**src/rtl/core/lsr_isqrt.sv**
```systemverilog
`timescale 1ns / 1ps
`default_nettype none
module lsr_isqrt #(
	parameter int IN_W = 64
) (
	input  logic              clk,
	input  logic              en,
	input  logic [IN_W-1:0]   rad,
	output logic [IN_W/2-1:0] root
);
	localparam int OW = IN_W / 2;
	localparam int REM_W = OW + 2;
	localparam int CUR_W = OW + 4;

	logic [IN_W-1:0]  rad_s  [OW];
	logic [REM_W-1:0] rem_s  [OW];
	logic [OW-1:0]    root_s [OW];

	genvar k;
	for (k = 0; k < OW; k++) begin : g_step
		logic [IN_W-1:0]  rad_in;
		logic [REM_W-1:0] rem_in;
		logic [OW-1:0]    root_in;
		logic [CUR_W-1:0] cur;
		logic [CUR_W-1:0] trial;
		logic [CUR_W-1:0] diff;
		logic             ge;

		if (k == 0) begin : g_first
			assign rad_in = rad;
			assign rem_in = '0;
			assign root_in = '0;
		end else begin : g_next
			assign rad_in = rad_s[k-1];
			assign rem_in = rem_s[k-1];
			assign root_in = root_s[k-1];
		end

		assign cur = {rem_in, rad_in[IN_W-1 -: 2]};
		assign trial = {2'b00, root_in, 2'b01};
		assign ge = cur >= trial;
		assign diff = cur - trial;

		always_ff @(posedge clk) begin
			if (en) begin
				root_s[k] <= {root_in[OW-2:0], ge};
			end
		end

		if (k < OW - 1) begin : g_carry
			always_ff @(posedge clk) begin
				if (en) begin
					rad_s[k] <= rad_in << 2;
					rem_s[k] <= ge ? diff[REM_W-1:0] : cur[REM_W-1:0];
				end
			end
		end
	end

	assign root = root_s[OW-1];
endmodule
`default_nettype wire

```
**config.mk**
```make
export PLATFORM = sky130hd
export DESIGN_NAME = lsr_isqrt
export DESIGN_NICKNAME = d
export VERILOG_FILES = /design/src/rtl/core/lsr_isqrt.sv
export SDC_FILE = /design/constraint.sdc
export NUM_CORES = 2
export LEC_CHECK = 0
export BUFFER_PORTS_ARGS = -buffer_cell sky130_fd_sc_hd__buf_2
export CELL_PAD_IN_SITES_DETAIL_PLACEMENT = 0
export CELL_PAD_IN_SITES_GLOBAL_PLACEMENT = 1
export CORE_MARGIN = 10
export CORE_UTILIZATION = 35
export DETAILED_ROUTE_END_ITERATION = 6
export PLACE_DENSITY_LB_ADDON = 0.1
export SYNTH_ARGS = -nofsm -noshare
export SYNTH_HDL_FRONTEND = slang
export SYNTH_MEMORY_MAX_BITS = 65536
export SYNTH_SLANG_ARGS = --single-unit
```
**constraint.sdc**
```tcl
create_clock -name clk -period 4.8 [get_ports clk]
set_input_delay 0.48 -clock clk [delete_from_list [all_inputs] [get_ports clk]]
set_output_delay 0.48 -clock clk [all_outputs]
set_load 0.03 [all_outputs]
```
Word level (Yosys, flattened, before mapping) --
Memory sizes are Yosys's and may differ from the RTL's. Index checks and enable logic that the tools add are counted.
Cells by class: add/sub/neg operators 31, $lt $le $gt $ge 32, muxes and demuxes 33
Operator list (count):
- $ge A36 B34 Y1 | 31
- $mux W34 | 31
- $sub A34 B34 Y34 | 30
- $sub A2 B1 Y3 const B | 1
- $ge A2 B1 Y1 const B | 1
- $mux W1 | 2
Word-level totals: bits in registers 0, memory bits (writable) 4096, logic and storage cells 99, memories kept 3
Memory list:
- rad_s | words 32, width 62, rd ports 31, clocked after memory_dff 0, wr ports 31, RTL line 15 | logic [IN_W-1:0] rad_s [OW];
- rem_s | words 32, width 34, rd ports 31, clocked after memory_dff 0, wr ports 31, RTL line 16 | logic [REM_W-1:0] rem_s [OW];
- root_s | words 32, width 32, rd ports 32, clocked after memory_dff 0, wr ports 32, RTL line 17 | logic [OW-1:0] root_s [OW];

Depth between registers and ports, before layout --
An unclocked memory read counts as a cell.
word-level depth 3, gate-level depth with buffers 15, gate-level depth less buffers 13

Worst setup path after synthesis --
Ideal clock, no wire load.
kind flip-flop to flip-flop, start point mem rem_s[11][0] (netlist bit), end point mem rem_s[11][48] (netlist bit) (data pin), setup time 0.260 ns, arrival 3.100 ns, required time 4.540 ns, slack 1.440 ns, cell stages (with the launch flop) 11, path buffers 1, clock period less this slack 3.360 ns, cells stage by stage edfxtp_1 -> ha_1 -> a21oi_1 -> o221ai_1 -> a211o_1 -> a221o_1 -> a21boi_0 -> o21a_1 -> clkinv_1 -> buf_2 -> mux2_2
RTL lines (RTL line):
- start, declared | 16

==> metrics.yaml <==
outcome: "finished with violations"
violations: "capacitance limit, slew limit"
maxCapViolCount: 1
cp-start-kind: "flop"
period_minus_slack_ps: 4580
grt.total_usage: 0.146
synth_edf_count: 2523
gp_congestion: 0.815
boundaryPins: 98
syn_area_um2: 117000
path_class: "reg -> reg"
routed_wirelength_mm: 269
maxSlewViolCount: 4
fillers: 31299
drive_gt1_frac: 0.0834
leakagePower_uw: 0.0508
min-delay-start: "en"
synth_area_leader_cell: "edfxtp_1"
async_flop_share: 0
yosys-top-cells-area: "edfxtp_1 65%, ha_1 6.0%, xnor2_1 3.2%, xor2_1 3.1%, a21oi_1 2.6%"
maxSlewHeadroom: -0.0228
dp_hpwl_mm: 195
r2r-start: "root_s[1][280]"
drc: 0
syn_inst: 9022
critPathSlowestCell: "o41ai_1"
post_cts_resized: 0
critPathRequiredTime_ps: 5420
clk_latency_ps: 890
period_share: 0.954
power_density_nw_per_um2: 485
max_stage_delay_ps: 1340
synth_top_cells_by_count: "2,523 x edfxtp_1, 708 x inv_1, 614 x a21oi_1"
dieHeight_um: 599
ant_nets: 0
grt_max_degree: 156
ys_seq_elements: 2523
synth.most_common_cell: "edfxtp_1"
cp.arrival_ps: 5210
dpl_cell_area_um2: 124000
syn-num-nets: 9650
setup_viol: 0
num-nets-final: 10068
yosysSeqAreaShare: 0.646
cts_tree: "yes"
path_cells: "inv_1 > ha_1 > and2_1 > nand2_1 > or3_1 > o41ai_1 > nor2_1 > o211a_1 > buf_4 > or4_1 > a211oi_1 > xor2_1"
cts_setup_buffers: 0
cts_root_buf: "clkbuf_16"
yosysUniqueCellTypes: 93
area_growth_pct: 14.4
ir_worst_vdd_uv: 279
grt_pass1_vias: 70444
cts_max_level: 5
numCtsBuffers: 300
fin_ws_ps: 218
hp-class: "in -> reg"
avgViaCountPerCell: 4.96
yosysWarnings: 0
synth-xor-area-share: 0.0637
ys.flop_type: "edfxtp_1"
die_width_um: 599
netlist.area_leader.share: 0.646
synth_compound_area_frac: 0.0970
place_ws_ps: 407
setup_tns_ps: 0
initial_core_util: 0.351
drt_iter0_markers: 4507
grt_pass1_wl_mm: 416
clock_path_buffers: 4
gr-total-overflow: 0
die_area_um2: 359000
antenna_found_initial: 3
synthSimpleGateAreaFrac: 0.0963
clk_pin_slew_ps: 60
cts_num_sinks: 2523
hold_violations: 0
clock_skew_ps: 30.7
dr.pass1.iters: 6
endpoint_kind: "flop"
port_buffers: 97
avgSynthCellArea_um2: 13.0
core_area_um2: 334000
rows: 212
wire_per_inst_um: 19.1
synth_top_family_by_area: "compound AO/OA/AOI/OAI gates"
synthAdderAreaFrac: 0.0600
path_max_fanout: 25
synth_mux_area_frac: 0.00885
num_vias: 69732
crit_start: "root_s[1][280]"
fin_area_um2: 134000
max_freq_mhz: 218
power.total_uw: 65000
worst_slew_pin_slew_ps: 1510
grt_setup_unrepaired: "false"
cells by family after synthesis:
| family | count (synthesis) |
|---|---|
| buf+inv | 877 |
| flops | 2523 |
| other cells | 1 |
| mux | 93 |
| xor+xnor | 853 |
| fa+ha+maj | 562 |
| simple gates | 2272 |
| compound gates | 1841 |
area by class of cell:
class                   instances  area (um^2)  area share
inverters                     713         2680      0.0199
flip-flops and latches       2523        75800       0.564
clock buffers                 355         7840      0.0584
multi-input cells            5622        38300       0.285
clock inverters               181         1820      0.0136
well taps                    4387         5490      0.0409
repair buffers                280         2320      0.0173
diodes                          2         5.00   0.0000373
state kept, by name (all words and copies together) (netlist names):
name / cells
rad_s: 992
rem_s: 1003
root_s: 528
power breakdown:
part | internal (uW) | total, uW | switching, uW
combinational | 5330 | 12700 | 7370
clock | 13400 | 22400 | 9080
sequential | 27900 | 29900 | 2030
total | 46600 | 65000 | 18500
final timing paths:
path / depth (start not counted) / endpoint / slack, ps
min: 1 / rad_s[0][30] / 100
min reg2reg: 0 / rad_s[0][336] / 400
max reg2reg: 12 / rem_s[12][64] / 220
max: 12 / rem_s[12][64] / 220
what timing repair did:
| item | CTS | global route |
|---|---|---|
| endpoints found under the hold margin | 65 | 0 |
| hold buffers | 65 | 0 |
| endpoints found under the setup margin | 0 | 0 |
worst max-delay path, delay by kind of cell, from the launching register on:
| family | cells | cell delay, ps |
|---|---|---|
| fa+ha+maj | 1 | 380 |
| compound gates | 3 | 1820 |
| flops | 1 | 410 |
| xor+xnor | 1 | 100 |
| buf+inv | 2 | 300 |
| simple gates | 5 | 1320 |
cell usage in the layout, fill, tap and decap left out, drive strengths merged, types with 31 or more instances in the layout:
cell type and count:
clkbuf 355, nand3 143, nor4 113, a211oi 46
bufinv 31, buf 215, dlygate4sd3 65, nor3 208
o21bai 59, nand3b 32, o31ai 47, a31oi 48
xor2 420, clkinv 126, o211ai 41, or4 54
o21a 84, nor2 539, nand4 112, nand2 599
or3 83, ha 562, inv 724, o21ai 454
and2 38, a21oi 615, nor2b 78, and3 50
mux2 83, a21o 227, or2 35, nand2b 115
xnor2 433, edfxtp 2523
metal layers:
metal  vias to the layer above  global-route usage  wire, um
met5                         -                   0         0
met4                         0              0.0411      7340
met3                       437              0.0182      9550
met2                      1184               0.260    135000
met1                     33781               0.186    117000
li1                      34330                   -         -
stage by stage:
stage / util / cells / hold WS [ps]
after floorplan: - / 9022 / 400
after global placement: 0.371 / 13460 / 400
after detailed placement: 0.371 / 13460 / 405
after CTS: 0.402 / 14061 / 68.9
after global routing: 0.402 / 14062 / 103
final: 0.402 / 14063 / 99.6
(Power assumes the default switching activity.)
